`src/design/irpwnd_pkg.sv`:
```
package irpwnd_pkg;

  localparam int WORD_BITS  = 4;
  localparam int TIME_WIDTH = 16;
  localparam int CNT_WIDTH  = 14;
  localparam int IDX_W      = (WORD_BITS > 1) ? $clog2(WORD_BITS) : 1;
  localparam int CFG_ADDR_W = 3;
  localparam int CFG_DATA_W = 16;

  typedef logic [TIME_WIDTH-1:0] time_t;
  typedef logic [CNT_WIDTH-1:0]  count_t;
  typedef logic [WORD_BITS-1:0]  word_t;
  typedef logic [IDX_W-1:0]      idx_t;

  // register indexes on the configuration port
  localparam logic [CFG_ADDR_W-1:0] REG_GUIDE_MIN     = 3'd0;
  localparam logic [CFG_ADDR_W-1:0] REG_GUIDE_MAX     = 3'd1;
  localparam logic [CFG_ADDR_W-1:0] REG_ONE_MIN       = 3'd2;
  localparam logic [CFG_ADDR_W-1:0] REG_ZERO_MIN      = 3'd3;
  localparam logic [CFG_ADDR_W-1:0] REG_SILENCE_LIMIT = 3'd4;
  localparam logic [CFG_ADDR_W-1:0] REG_SILENCE_CAP   = 3'd5;

  localparam time_t  GUIDE_MIN_RST     = TIME_WIDTH'(900);
  localparam time_t  GUIDE_MAX_RST     = TIME_WIDTH'(1100);
  localparam time_t  ONE_MIN_RST       = TIME_WIDTH'(500);
  localparam time_t  ZERO_MIN_RST      = TIME_WIDTH'(100);
  localparam count_t SILENCE_LIMIT_RST = CNT_WIDTH'(200);
  localparam count_t SILENCE_CAP_RST   = CNT_WIDTH'(10000);

  localparam word_t  LOST_CODE = WORD_BITS'(3);
  localparam idx_t   IDX_MSB   = IDX_W'(WORD_BITS - 1);

  typedef struct packed {
    time_t guide_min;
    time_t guide_max;
    time_t one_min;
    time_t zero_min;
  } thresholds_t;

  typedef enum logic [1:0] {
    PULSE_NONE  = 2'd0,
    PULSE_GUIDE = 2'd1,
    PULSE_ONE   = 2'd2,
    PULSE_ZERO  = 2'd3
  } pulse_kind_t;

  typedef struct packed {
    word_t code;
    logic  signal_lost;
  } result_t;

endpackage

```
`src/design/irpwnd_classify.sv`:
```
module irpwnd_classify (
  input  irpwnd_pkg::time_t       high_time,
  input  irpwnd_pkg::thresholds_t thr,
  output irpwnd_pkg::pulse_kind_t kind
);
  import irpwnd_pkg::*;

  logic is_guide, is_one, is_zero;

  // bounds used exactly as written; guide wins over the bit ranges
  assign is_guide = (high_time >= thr.guide_min) && (high_time <= thr.guide_max);
  assign is_one   = (high_time >= thr.one_min)   && (high_time <  thr.guide_min);
  assign is_zero  = (high_time >= thr.zero_min)  && (high_time <  thr.one_min);

  always_comb begin
    if (is_guide) begin
      kind = PULSE_GUIDE;
    end else if (is_one) begin
      kind = PULSE_ONE;
    end else if (is_zero) begin
      kind = PULSE_ZERO;
    end else begin
      kind = PULSE_NONE;
    end
  end

endmodule

```
`src/design/ir_pulse_width_nibble_decoder_core.sv`:
```
// Channel   Dir  Beat contents (lowest bit first)
// in_*      in   tdata: line_idle[0], high_time[16:1]; tuser: capture_valid
// out_*     out  tdata: code[3:0], signal_lost[4]
// cfg_*     in   write only: cfg_addr selects register, cfg_wdata its value
//
// One poll beat per cycle while in_tready is high: the decode is a single pass
// of compares and small register updates between the input port and the result
// register. A two-deep output buffer (result register plus skid register) lets
// in_tready stay high while one result waits. rst_n is synchronous, active low;
// decoder state and thresholds return to their defaults. in_tready drops only
// while both output slots are full.
module ir_pulse_width_nibble_decoder_core (
  input  logic                              clk,
  input  logic                              rst_n,
  input  logic                              in_tvalid,
  output logic                              in_tready,
  input  logic [23:0]                       in_tdata,   // line_idle, high_time, pad
  input  logic                              in_tuser,   // capture_valid
  output logic                              out_tvalid,
  input  logic                              out_tready,
  output logic [7:0]                        out_tdata,  // code, signal_lost, pad
  input  logic                              cfg_we,
  input  logic [irpwnd_pkg::CFG_ADDR_W-1:0] cfg_addr,
  input  logic [irpwnd_pkg::CFG_DATA_W-1:0] cfg_wdata
);
  import irpwnd_pkg::*;

  // ---------------- configuration registers ----------------
  thresholds_t thr_r;
  count_t      limit_r;
  count_t      cap_r;

  always_ff @(posedge clk) begin
    if (!rst_n) begin
      thr_r.guide_min <= GUIDE_MIN_RST;
      thr_r.guide_max <= GUIDE_MAX_RST;
      thr_r.one_min   <= ONE_MIN_RST;
      thr_r.zero_min  <= ZERO_MIN_RST;
      limit_r         <= SILENCE_LIMIT_RST;
      cap_r           <= SILENCE_CAP_RST;
    end else if (cfg_we) begin
      case (cfg_addr)
        REG_GUIDE_MIN:     thr_r.guide_min <= TIME_WIDTH'(cfg_wdata);
        REG_GUIDE_MAX:     thr_r.guide_max <= TIME_WIDTH'(cfg_wdata);
        REG_ONE_MIN:       thr_r.one_min   <= TIME_WIDTH'(cfg_wdata);
        REG_ZERO_MIN:      thr_r.zero_min  <= TIME_WIDTH'(cfg_wdata);
        REG_SILENCE_LIMIT: limit_r         <= cfg_wdata[CNT_WIDTH-1:0];
        REG_SILENCE_CAP:   cap_r           <= cfg_wdata[CNT_WIDTH-1:0];
        default: ;  // unused indexes are ignored
      endcase
    end
  end

  // ---------------- input beat unpacking ----------------
  logic  line_idle;
  logic  capture_valid;
  time_t high_time;
  logic  in_accept;

  assign line_idle     = in_tdata[0];
  assign high_time     = in_tdata[TIME_WIDTH:1];
  assign capture_valid = in_tuser;
  assign in_accept     = in_tvalid && in_tready;

  // ---------------- decoder state ----------------
  count_t cnt_r, cnt_nxt;
  logic   guide_r, guide_nxt;
  idx_t   idx_r, idx_nxt;
  word_t  asm_r, asm_nxt;
  word_t  last_r, last_nxt;
  logic   pend_r, pend_nxt;
  time_t  held_r, held_nxt;

  logic        pend_now;
  time_t       held_now;
  count_t      cnt_base;
  logic        lost;
  pulse_kind_t kind;
  word_t       bit_mask;
  word_t       asm_bit;
  result_t     res;

  // classifier looks at the held duration, which a fresh capture overrides
  assign pend_now = capture_valid | pend_r;
  assign held_now = capture_valid ? high_time : held_r;

  irpwnd_classify u_classify (
    .high_time (held_now),
    .thr       (thr_r),
    .kind      (kind)
  );

  assign bit_mask = WORD_BITS'(1) << idx_r;

  always_comb begin
    // silence counter: reload to limit at the cap, then count, 14-bit wrap
    cnt_base = (cnt_r >= cap_r) ? limit_r : cnt_r;
    cnt_nxt  = line_idle ? (cnt_base + CNT_WIDTH'(1)) : '0;
    lost     = (cnt_nxt >= limit_r);

    guide_nxt = guide_r;
    idx_nxt   = idx_r;
    asm_nxt   = asm_r;
    last_nxt  = last_r;
    pend_nxt  = pend_now;
    held_nxt  = held_now;
    asm_bit   = asm_r;

    if (!lost && pend_now) begin
      pend_nxt = 1'b0;
      if (kind == PULSE_GUIDE) begin
        guide_nxt = 1'b1;
        asm_nxt   = last_r;   // bit index deliberately left where it is
      end else if (guide_r) begin
        unique case (kind)
          PULSE_ONE:  asm_bit = asm_r | bit_mask;
          PULSE_ZERO: asm_bit = asm_r & ~bit_mask;
          default:    asm_bit = asm_r;  // out of range: slot still used up
        endcase
        asm_nxt = asm_bit;
        if (idx_r == '0) begin
          idx_nxt   = IDX_MSB;
          guide_nxt = 1'b0;
          last_nxt  = asm_bit;
        end else begin
          idx_nxt = idx_r - IDX_W'(1);
        end
      end
    end

    res.code        = lost ? LOST_CODE : last_nxt;
    res.signal_lost = lost;
  end

  always_ff @(posedge clk) begin
    if (!rst_n) begin
      cnt_r   <= '0;
      guide_r <= 1'b0;
      idx_r   <= IDX_MSB;
      asm_r   <= '0;
      last_r  <= '0;
      pend_r  <= 1'b0;
    end else if (in_accept) begin
      cnt_r   <= cnt_nxt;
      guide_r <= guide_nxt;
      idx_r   <= idx_nxt;
      asm_r   <= asm_nxt;
      last_r  <= last_nxt;
      pend_r  <= pend_nxt;
    end
  end

  // held time only matters while pending is set, so no reset needed
  always_ff @(posedge clk) begin
    if (in_accept) begin
      held_r <= held_nxt;
    end
  end

  // ---------------- output buffer: result register + skid ----------------
  logic    out_valid_r;
  result_t out_res_r;
  logic    skid_valid_r;
  result_t skid_res_r;
  logic    out_free;

  assign out_free  = !out_valid_r || out_tready;
  assign in_tready = !skid_valid_r;

  always_ff @(posedge clk) begin
    if (!rst_n) begin
      out_valid_r  <= 1'b0;
      skid_valid_r <= 1'b0;
    end else if (out_free) begin
      if (skid_valid_r) begin
        out_valid_r  <= 1'b1;
        skid_valid_r <= 1'b0;
      end else begin
        out_valid_r <= in_accept;
      end
    end else if (in_accept) begin
      skid_valid_r <= 1'b1;
    end
  end

  always_ff @(posedge clk) begin
    if (out_free) begin
      out_res_r <= skid_valid_r ? skid_res_r : res;
    end
    if (!out_free && in_accept) begin
      skid_res_r <= res;
    end
  end

  assign out_tvalid = out_valid_r;
  assign out_tdata  = {3'b000, out_res_r.signal_lost, out_res_r.code};

  // ---------------- assertions ----------------
  a_skid_needs_out: assert property (@(posedge clk) disable iff (!rst_n)
    skid_valid_r |-> out_valid_r)
    else $error("skid beat held while result register empty");

  a_lost_code: assert property (@(posedge clk) disable iff (!rst_n)
    (out_tvalid && out_tdata[WORD_BITS]) |-> (out_tdata[WORD_BITS-1:0] == LOST_CODE))
    else $error("signal lost reported with wrong code");

  a_idx_idle: assert property (@(posedge clk) disable iff (!rst_n)
    !in_accept |=> $stable(idx_r) && $stable(last_r))
    else $error("decoder state moved without an input beat");

  a_lost_no_word: assert property (@(posedge clk) disable iff (!rst_n)
    (in_accept && lost) |=> $stable(last_r))
    else $error("word updated during loss of signal");

endmodule

```
`config.mk`:
```
export PLATFORM = sky130hd
export DESIGN_NAME = ir_pulse_width_nibble_decoder_core
export DESIGN_NICKNAME = d
export VERILOG_FILES = /design/src/design/irpwnd_pkg.sv /design/src/design/irpwnd_classify.sv /design/src/design/ir_pulse_width_nibble_decoder_core.sv
export SDC_FILE = /design/constraint.sdc
export NUM_CORES = 1
export LEC_CHECK = 0
export ABC_AREA = 1
export BUFFER_PORTS_ARGS = -buffer_cell sky130_fd_sc_hd__buf_2
export CORE_ASPECT_RATIO = 0.6
export CORE_MARGIN = 2
export CORE_UTILIZATION = 45
export CTS_CLUSTER_SIZE = 25
export DETAILED_ROUTE_END_ITERATION = 10
export HOLD_SLACK_MARGIN = 0.15
export PLACE_DENSITY = 0.59
export SYNTH_ARGS = -nofsm -noshare
export SYNTH_HDL_FRONTEND = slang
export SYNTH_SLANG_ARGS = --single-unit
export TNS_END_PERCENT = 1
```
`constraint.sdc`:
```
create_clock -name clk -period 4.5 [get_ports clk]
set_clock_uncertainty 0.05 [all_clocks]
set_input_delay 0.225 -clock clk [delete_from_list [all_inputs] [get_ports clk]]
set_output_delay 0.225 -clock clk [all_outputs]
set_load 0.02 [all_outputs]
```
**Yosys cells after proc, flatten, opt, wreduce, memory -nomap -nowiden**

Index checks and enable logic that the tools add are counted.

- Flip-flop bits (word level): 146
- Output and inout bits: 10
- Logic and storage cells: 89

- Add/sub/neg operators: 2
- Order comparisons: 8
- Equal/unequal tests: 8
- Shifts and indexed selects: 1
- Muxes and demuxes: 21
- Bitwise gates (word level): 6
- Reduce and logical (&&, ||, !) cells: 24

Operators with widths:

| cell | number |
|---|---|
| $ge 16x16->1 | 3 |
| $lt 16x16->1 | 2 |
| $ge 14x14->1 | 2 |
| $mux 14 | 2 |
| $mux 4 | 7 |
| $le 16x16->1 | 1 |
| $mux 16 | 1 |
| $add 14x1->14 const B | 1 |
| $reduce_and 2->1 | 7 |
| $mux 2 | 4 |
| $pmux 4 s2 | 1 |
| $eq 3x2->1 const B | 2 |
| $eq 3x3->1 const B | 2 |
| $logic_and 1x1->1 | 6 |
| $mux 1 | 5 |
| $mux 5 | 1 |
| $and 4x4->4 | 1 |
| $eq 2x2->1 const B | 2 |
| $logic_not 1->1 | 4 |
| $not 4->4 | 1 |
| $or 4x4->4 | 1 |
| $reduce_and 4->1 | 1 |
| $shl 1x2->4 const A | 1 |
| $eq 3x1->1 const B | 1 |
| other kinds (10) | 11 |

**Longest topological paths before layout**

Gate-level depths: netlist of the first run.

- Depth after elaboration: 14
- Mapped depth: 33
- Mapped depth without buffers: 32

**Modules after synthesis**

From an unflattened synthesis of the first run, not the netlist that was laid out.

- Cell total of the unflattened synthesis: 1159
- Area, all modules: 8633.3 µm²

By module, submodules not included:

| module | times used | cells each | area each (µm²) |
|---|---|---|---|
| ir_pulse_width_nibble_decoder_core | 1 | 873 | 6874.1 |
| irpwnd_classify | 1 | 286 | 1759.2 |

**Worst setup path after synthesis of the first run**

Ideal clock, no wire load.

- Path kind: reg-to-reg
- From: reg cap_r[13]
- To: reg out_res_r, in the netlist out_tdata[2], data pin
- Arrival: 3.577 ns
- Data required time: 4.190 ns
- Setup slack: 0.613 ns
- Stages on the path, launching flop included: 30
- Buffers on the path: 1
- Clock period less this slack: 3.887 ns
- Cell sequence: dfxtp_1 > inv_1 > ha_1 > nand2_1 > inv_1 > nand2_1 > nand3_1 > nor2_4 > buf_6 > nand3_1 > nand2_1 > ha_1 > nand2_1 > nor2_4 > nand3_1 > nand2_1 > nand2_1 > nand2_1 > inv_1 > ha_1 > nand2_1 > o21ai_0 > a21oi_1 > nand3_1 > inv_1 > nand3_1 > inv_1 > nand3_1 > nand2_1 > o21ai_0

- Word-level cells in the longest chain between the ends: 10

Ends and longest elaborated chain:

| what | line | source |
|---|---|---|
| from (decl) | ir_pulse_width_nibble_decoder_core.sv:31 | `count_t cap_r;` |
| from (signal assigned) | ir_pulse_width_nibble_decoder_core.sv:48 | `REG_SILENCE_CAP: cap_r <= cfg_wdata[CNT_WIDTH-1:0];` |
| $ge 14x14->1 (*) | ir_pulse_width_nibble_decoder_core.sv:97 | `cnt_base = (cnt_r >= cap_r) ? limit_r : cnt_r;` |
| $mux 14 (*) | ir_pulse_width_nibble_decoder_core.sv:97 |  |
| $add 14x1->14 (*) | ir_pulse_width_nibble_decoder_core.sv:98 | `cnt_nxt = line_idle ? (cnt_base + CNT_WIDTH'(1)) : '0;` |
| $mux 14 (*) | ir_pulse_width_nibble_decoder_core.sv:98 |  |
| named net cnt_nxt[12] | ir_pulse_width_nibble_decoder_core.sv:66 | `count_t cnt_r, cnt_nxt;` |
| $ge 14x14->1 (*) | ir_pulse_width_nibble_decoder_core.sv:99 | `lost = (cnt_nxt >= limit_r);` |
| named net lost | ir_pulse_width_nibble_decoder_core.sv:77 | `logic lost;` |
| $logic_not 1->1 | ir_pulse_width_nibble_decoder_core.sv:109 | `if (!lost && pend_now) begin` |
| $logic_and 1x1->1 | ir_pulse_width_nibble_decoder_core.sv:109 |  |
| $mux 4 | ir_pulse_width_nibble_decoder_core.sv:109 |  |
| $mux 4 (*) | ir_pulse_width_nibble_decoder_core.sv:131 | `res.code = lost ? LOST_CODE : last_nxt;` |
| $mux 5 (*) | ir_pulse_width_nibble_decoder_core.sv:188 | `out_res_r <= skid_valid_r ? skid_res_r : res;` |
| to (signal assigned) | ir_pulse_width_nibble_decoder_core.sv:188 |  |
| to (decl) | ir_pulse_width_nibble_decoder_core.sv:162 | `result_t out_res_r;` |

The timed path passes the listed nets; every way through them passes the cells marked *.
A chain may end at the register's enable or synchronous reset.

**Final worst setup path of the first run**

- From: reg cap_r[7]
- To: reg asm_r[1]

- Word-level cells in the longest chain between the ends: 8

Ends and longest elaborated chain:

| what | line | source |
|---|---|---|
| $ge 14x14->1 | ir_pulse_width_nibble_decoder_core.sv:97 |  |
| $mux 14 | ir_pulse_width_nibble_decoder_core.sv:97 |  |
| $add 14x1->14 | ir_pulse_width_nibble_decoder_core.sv:98 |  |
| $mux 14 | ir_pulse_width_nibble_decoder_core.sv:98 |  |
| named net cnt_nxt[5] | ir_pulse_width_nibble_decoder_core.sv:66 |  |
| $ge 14x14->1 | ir_pulse_width_nibble_decoder_core.sv:99 |  |
| named net lost | ir_pulse_width_nibble_decoder_core.sv:77 |  |
| $logic_not 1->1 | ir_pulse_width_nibble_decoder_core.sv:109 |  |
| $logic_and 1x1->1 | ir_pulse_width_nibble_decoder_core.sv:109 |  |
| $reduce_and 3->1 (no source line) | - |  |
| to (signal assigned) | ir_pulse_width_nibble_decoder_core.sv:147 | `asm_r <= asm_nxt;` |
| to (decl) | ir_pulse_width_nibble_decoder_core.sv:69 | `word_t asm_r, asm_nxt;` |

The timed path passes the listed nets, and every way through them passes these cells.

==> results of run 1 <==
## metal layers
metal  global-route usage [%]  vias up  part of all wire [%]  routed length, um
li1                         -     3800                     -                  -
met1                     36.0     3368                    53              12100
met2                     31.8      188                    40               9010
met3                     4.80       20                   6.3               1440
met4                     5.70        0                  0.96                218
met5                        0        -                     0                  0
## worst paths after layout
kind	endpoint	slack, ns	cells past startpoint
worst min register to register	thr_r[44]	0.41	2
worst max-delay path	asm_r[1]	0.34	25
worst max register to register	asm_r[1]	0.34	25
worst min-delay path	held_r[5]	0.16	2
## Yosys cell counts, types with 4 or more instances
library cell	number	area (sq um)
dfxtp_1	120	2400
nand2_2	14	87.6
o211ai_1	24	180
nand3_1	54	270
edfxtp_1	26	781
nand2_1	181	679
inv_2	4	15.0
a21oi_1	127	636
nor3_1	6	30.0
nor2_1	58	218
nor2_2	6	37.5
a21oi_2	4	35.0
nand3_2	4	40.0
nand2_4	9	101
inv_1	178	668
nand4_1	16	100
o21a_1	6	45.0
o21ai_0	103	515
mux2_2	15	169
clkbuf_1	29	109
ha_1	97	1210
## registers in the layout, indices dropped and copies added (netlist names)
name / flops
idx_r: 2
cnt_r: 14
limit_r: 14
pend_r: 1
out_tvalid: 1
cap_r: 14
thr_r: 64
skid_res_r: 5
guide_r: 1
held_r: 16
out_tdata: 5
asm_r: 4
skid_valid_r: 1
last_r: 4
## cell usage in the layout (no fill, tap or decap), types with 10 or more instances in the layout
master         netlist  layout
a21oi_1            127     125
buf_2                2      48
buf_4                3      18
clkbuf_16            0      19
dfxtp_1            120     120
dlygate4sd3_1        0      16
edfxtp_1            26      26
ha_1                97      96
inv_1              178     177
mux2_2              15      15
nand2_1            181     177
nand2_2             14      17
nand2_4              9      10
nand3_1             54      52
nand4_1             16      16
nor2_1              58      57
o211ai_1            24      24
o21ai_0            103     103
## power by group through the flow
stage / combinational (mW) / sequential (mW) / clock (mW)
final: 0.600 / 1.43 / 1.54
after global routing: 0.678 / 1.43 / 1.62
after CTS: 0.589 / 1.43 / 1.57
after detailed placement: 0.573 / 1.46 / 0
after global placement: 0.561 / 1.45 / 0
after floorplan: 0.388 / 1.46 / 0
## what timing repair did
action | CTS | global route
hold endpoints to repair | 50 | 0
hold buffers | 16 | 0
setup buffers | 0 | 3
endpoints found under the setup margin | 0 | 18
gates resized for setup | 0 | 12
## layout make-up
class | count | area share [%]
tap | 246 | 3.10
timing repair buffer | 82 | 5.40
sequential | 146 | 32.1
clock inverter | 9 | 1.22
inverter | 182 | 6.89
antenna | 1 | 0.0252
multi-input combinational | 743 | 46.0
clock buffer | 23 | 5.25
## per-stage QoR
stage / TNS, ns / instances
2_1_floorplan: 0 / 1109
3_3_place_gp: 0 / 1380
3_5_place_dp: 0 / 1380
4_1_cts: 0 / 1428
5_1_grt: -0.0382 / 1432
6_report: 0 / 1432
## kinds of logic (layout without fill, tap and decap cells)
kind of cell	after synthesis	count (layout)	share of synthesized area, %
and+or+nand+nor	356	356	19.3
AOI/OAI and AO/OA	272	272	17.1
buffers and inverters	220	296	10.2
DFF	146	146	37.2
adders and majority gates	97	97	14.2
muxes	15	15	1.97
other	1	4	0.0438
==> results.json, run 1 <==
{
  "holdCritStartpoint": "in_tdata[6]",
  "cts_buffers": 17,
  "p_total_mw": 3.57,
  "wirelength_mm": 22.8,
  "hpwl_mm": 16.8,
  "drv_slew": 0,
  "vias_per_cell": 5.15,
  "async_flop_share_pct": 0,
  "layout-drive-gt1-share_pct": 14.3,
  "clockPowerShare_pct": 43.2,
  "status": "finished clean",
  "place_area_sq_mm": 0.00905,
  "die_width_um": 182,
  "areaGrowthSynthToFinish_pct": 15.8,
  "ys_types": 38,
  "arrival_ns": 4.43,
  "worstPathMaxFanout": 7,
  "rsz0062_at_grt": "yes",
  "crit_start": "cap_r[7]",
  "core_area_sq_mm": 0.0188,
  "syn_avg_cell_area_sq_um": 7.74,
  "start_util_pct": 45.5,
  "critPathSlowestCell": "nor4_1",
  "clock_latency_ns": 0.43,
  "ir_worst_vdd_uv": 279,
  "die_area_sq_mm": 0.0202,
  "fp-row-count": 39,
  "p_comb_share_pct": 16.8,
  "seq_power_share_pct": 40.0,
  "vias": 7376,
  "setup.worst_path.class": "reg -> reg",
  "route.detailed.drc": 0,
  "ys_ff_latch": 146,
  "p_leak_nw": 4.66,
  "setup_viol": 0,
  "io_buffers": 48,
  "cp_top_family": "simple AND/OR/NAND/NOR gates",
  "cts_tree": "yes",
  "endpoint_kind": "flip-flop",
  "grt_use_total_pct": 23.1,
  "min_path_type": "in -> reg",
  "switchingPower_uw": 977,
  "synthFlopType": "dfxtp_1",
  "die_h_um": 111,
  "power.internal_mw": 2.59,
  "final.min_clock_period_ns": 4.16,
  "critical_path.max_stage_delay_ns": 0.40,
  "max_freq_ghz": 0.241,
  "clk_pin_slew_ns": 0.07,
  "utilization_pct": 52.7,
  "cts-root-buf": "clkbuf_16",
  "cp.required_ns": 4.77,
  "ios": 59,
  "rr_startpoint": "cap_r[7]",
  "dr.pass1.iters": 5,
  "cts_buffer_depth": 2,
  "multi_input_area_sq_mm": 0.00457,
  "syn_area_sq_mm": 0.00857,
  "gr-total-overflow": 0,
  "p_per_area_mw_per_mm2": 360,
  "grt_antenna_before_repair": 1,
  "crit_path_start_kind": "flip-flop",
  "fillCellCount": 1812,
  "fin_crit_sh_pct": 92.4,
  "switching_share_pct": 27.4,
  "dp_slack_ns": 0.144,
  "tightest_slew_ns": 0.777,
  "final_nets": 1318,
  "maxCapViolCount": 0,
  "grt_pass1_wl_mm": 35.8,
  "hold_viol_final": 0,
  "gp_congestion": 0.851,
  "seq_area_frac_synth_pct": 37.2,
  "stdcell_area_sq_mm": 0.00992,
  "synthCells": 1107,
  "slew_headroom_pct": 48.1,
  "htreeDepth": 4,
  "grt_max_degree": 73,
  "crit_buf_inv": 6,
  "synth-edff-count": 26,
  "drt-initial-drc-count": 530,
  "postRouteAntennaNets": 0,
  "timing.hold.ws_ns": 0.163,
  "worst_slack_ns": 0.344,
  "clock_sinks": 146,
  "grt_pass1_vias": 6623,
  "regArea_sq_mm": 0.00318,
  "wl_per_cell_um": 15.9,
  "ys_warn_count": 0
}
Power figures use the tool's default switching activity.
==> run 2, diff against run 1 <==
SYNTH_HIERARCHICAL = 1   (was unset)
==> results.json, run 2 <==
{
  "status": "finished clean",
  "hold_viol_final": 0,
  "min_path_type": "in -> reg",
  "top_regs": "thr_r (64), held_r (16)",
  "timing.hold.ws_ns": 0.167,
  "utilization_pct": 53.8,
  "clock_latency_ns": 0.43,
  "grt_max_degree": 60,
  "grt_antenna_before_repair": 1,
  "io_buffers": 48,
  "ios": 59,
  "worstPathMaxFanout": 8,
  "fin_crit_sh_pct": 93.0,
  "final_cell_mix": "nand2_1, inv_1, nor2_1",
  "place_area_sq_mm": 0.00922,
  "regMostFlops": "thr_r",
  "timing.critical_path.mode_cell": "nand2_1",
  "critPathSlowestCell": "dfxtp_1",
  "worst_slack_ns": 0.313,
  "ys_warn_count": 6,
  "arrival_ns": 4.45,
  "p_total_mw": 3.54,
  "endpoint_kind": "flip-flop",
  "p_leak_nw": 5.03,
  "grt_pass1_vias": 6941,
  "start_util_pct": 45.6,
  "netlist.area_leader.share_pct": 27.8,
  "die_h_um": 111,
  "dp_slack_ns": 0.0980,
  "clk_pin_slew_ns": 0.06,
  "cts_tree": "yes",
  "synth-edff-count": 26,
  "syn_area_sq_mm": 0.00863,
  "layout-drive-gt1-share_pct": 14.5,
  "synth_common_cells": "nand2_1, inv_1, nor2_1, dfxtp_1, o21ai_0",
  "cp.required_ns": 4.76,
  "yosys.area.top_type": "dfxtp_1",
  "slew_headroom_pct": 49.9,
  "dr.pass1.iters": 8,
  "p_per_area_mw_per_mm2": 347,
  "final_common_cell": "nand2_1",
  "clock_sinks": 146,
  "die_area_sq_mm": 0.0203,
  "async_flop_share_pct": 0,
  "largest_reg_flops": 64,
  "synthFlopType": "dfxtp_1",
  "fp-row-count": 39,
  "gp_congestion": 0.849,
  "synth_area_leaders": "dfxtp_1, ha_1, nand2_1",
  "ir_worst_vdd_uv": 267,
  "maxCapViolCount": 0,
  "cts_buffer_depth": 2,
  "areaGrowthSynthToFinish_pct": 18.0,
  "setup_viol": 0,
  "crit_path_start_kind": "flip-flop",
  "critical_path.max_stage_delay_ns": 0.31,
  "stdcell_area_sq_mm": 0.0102,
  "route.detailed.drc": 0,
  "tightest_slew_ns": 0.751,
  "cts-root-buf": "clkbuf_16",
  "max_freq_ghz": 0.239,
  "grt_pass1_wl_mm": 36.3,
  "core_area_sq_mm": 0.0189,
  "vias": 7552,
  "hpwl_mm": 16.2,
  "ys_ff_latch": 146,
  "final.min_clock_period_ns": 4.19,
  "gr-total-overflow": 0,
  "synthCells": 1159,
  "synthMostInstantiatedCell": "nand2_1",
  "drv_slew": 0,
  "drt-initial-drc-count": 561,
  "grt_use_total_pct": 22.9,
  "postRouteAntennaNets": 0,
  "setup.worst_path.class": "reg -> reg",
  "vias_per_cell": 5.03,
  "final_nets": 1387,
  "wl_per_cell_um": 15.1,
  "seq_area_frac_synth_pct": 36.9,
  "die_width_um": 183,
  "ys_types": 39,
  "cts_buffers": 17,
  "htreeDepth": 4,
  "syn_avg_cell_area_sq_um": 7.45,
  "wirelength_mm": 22.7
}
## run 2: cells by family after synthesis
family	synth area share (%)
flip-flops	36.9
multiplexers	2.43
adder cells (fa/ha/maj)	14.1
buffers and inverters	9.81
AO/OA/AOI/OAI	13.1
other	0.0434
AND/OR/NAND/NOR	23.7
## run 2: worst paths after layout
kind | startpoint | end | slack (ns) | depth (start not counted)
setup / recovery | cap_r[12] | asm_r[2] | 0.31 | 32
hold reg to reg | thr_r[34] | thr_r[34] | 0.40 | 2
setup reg to reg | cap_r[12] | asm_r[2] | 0.31 | 32
hold / removal | in_tdata[6] | held_r[5] | 0.17 | 2
## run 2: final cells by class
class,instances,area (sq um)
fillers,1855,8750
multi-input cells,799,4730
flip-flops and latches,146,3180
repair buffers,98,676
inverters,179,672
clock buffers,24,524
well taps,246,308
clock inverters,8,92.6
diodes,1,2.50
## run 2: where the power goes
group          internal, mW  total [mW]  switching, mW
logic                 0.230       0.616          0.387
registers              1.40        1.43         0.0306
clock network         0.925        1.49          0.564
## run 2: critical path, delay by kind of cell, from the launching register on
family,cells,cell delay [ns]
flops,1,0.31
simple gates,17,1.67
buf+inv,10,1.16
compound gates,3,0.28
fa+ha+maj,2,0.57
## run 2: layer usage
metal / track usage (%) / up-vias / part of all wire (%)
met5: 0 / - / 0
met4: 5.44 / 0 / 1.1
met3: 5.16 / 23 / 6.1
met2: 33.3 / 173 / 40
met1: 34.2 / 3451 / 53
li1: - / 3905 / -
## run 2: repair_timing
item | in CTS | in global routing
hold endpoints to repair | 80 | 0
hold buffers | 19 | 0
buffers inserted | 0 | 4
resized for setup | 0 | 25
endpoints found under the setup margin | 0 | 19
## run 2: metrics by stage
step,TNS [ns],std cells
after global routing,-0.00472,1500
after floorplan,0,1161
after global placement,0,1445
after CTS,0,1496
after detailed placement,0,1445
final,0,1501
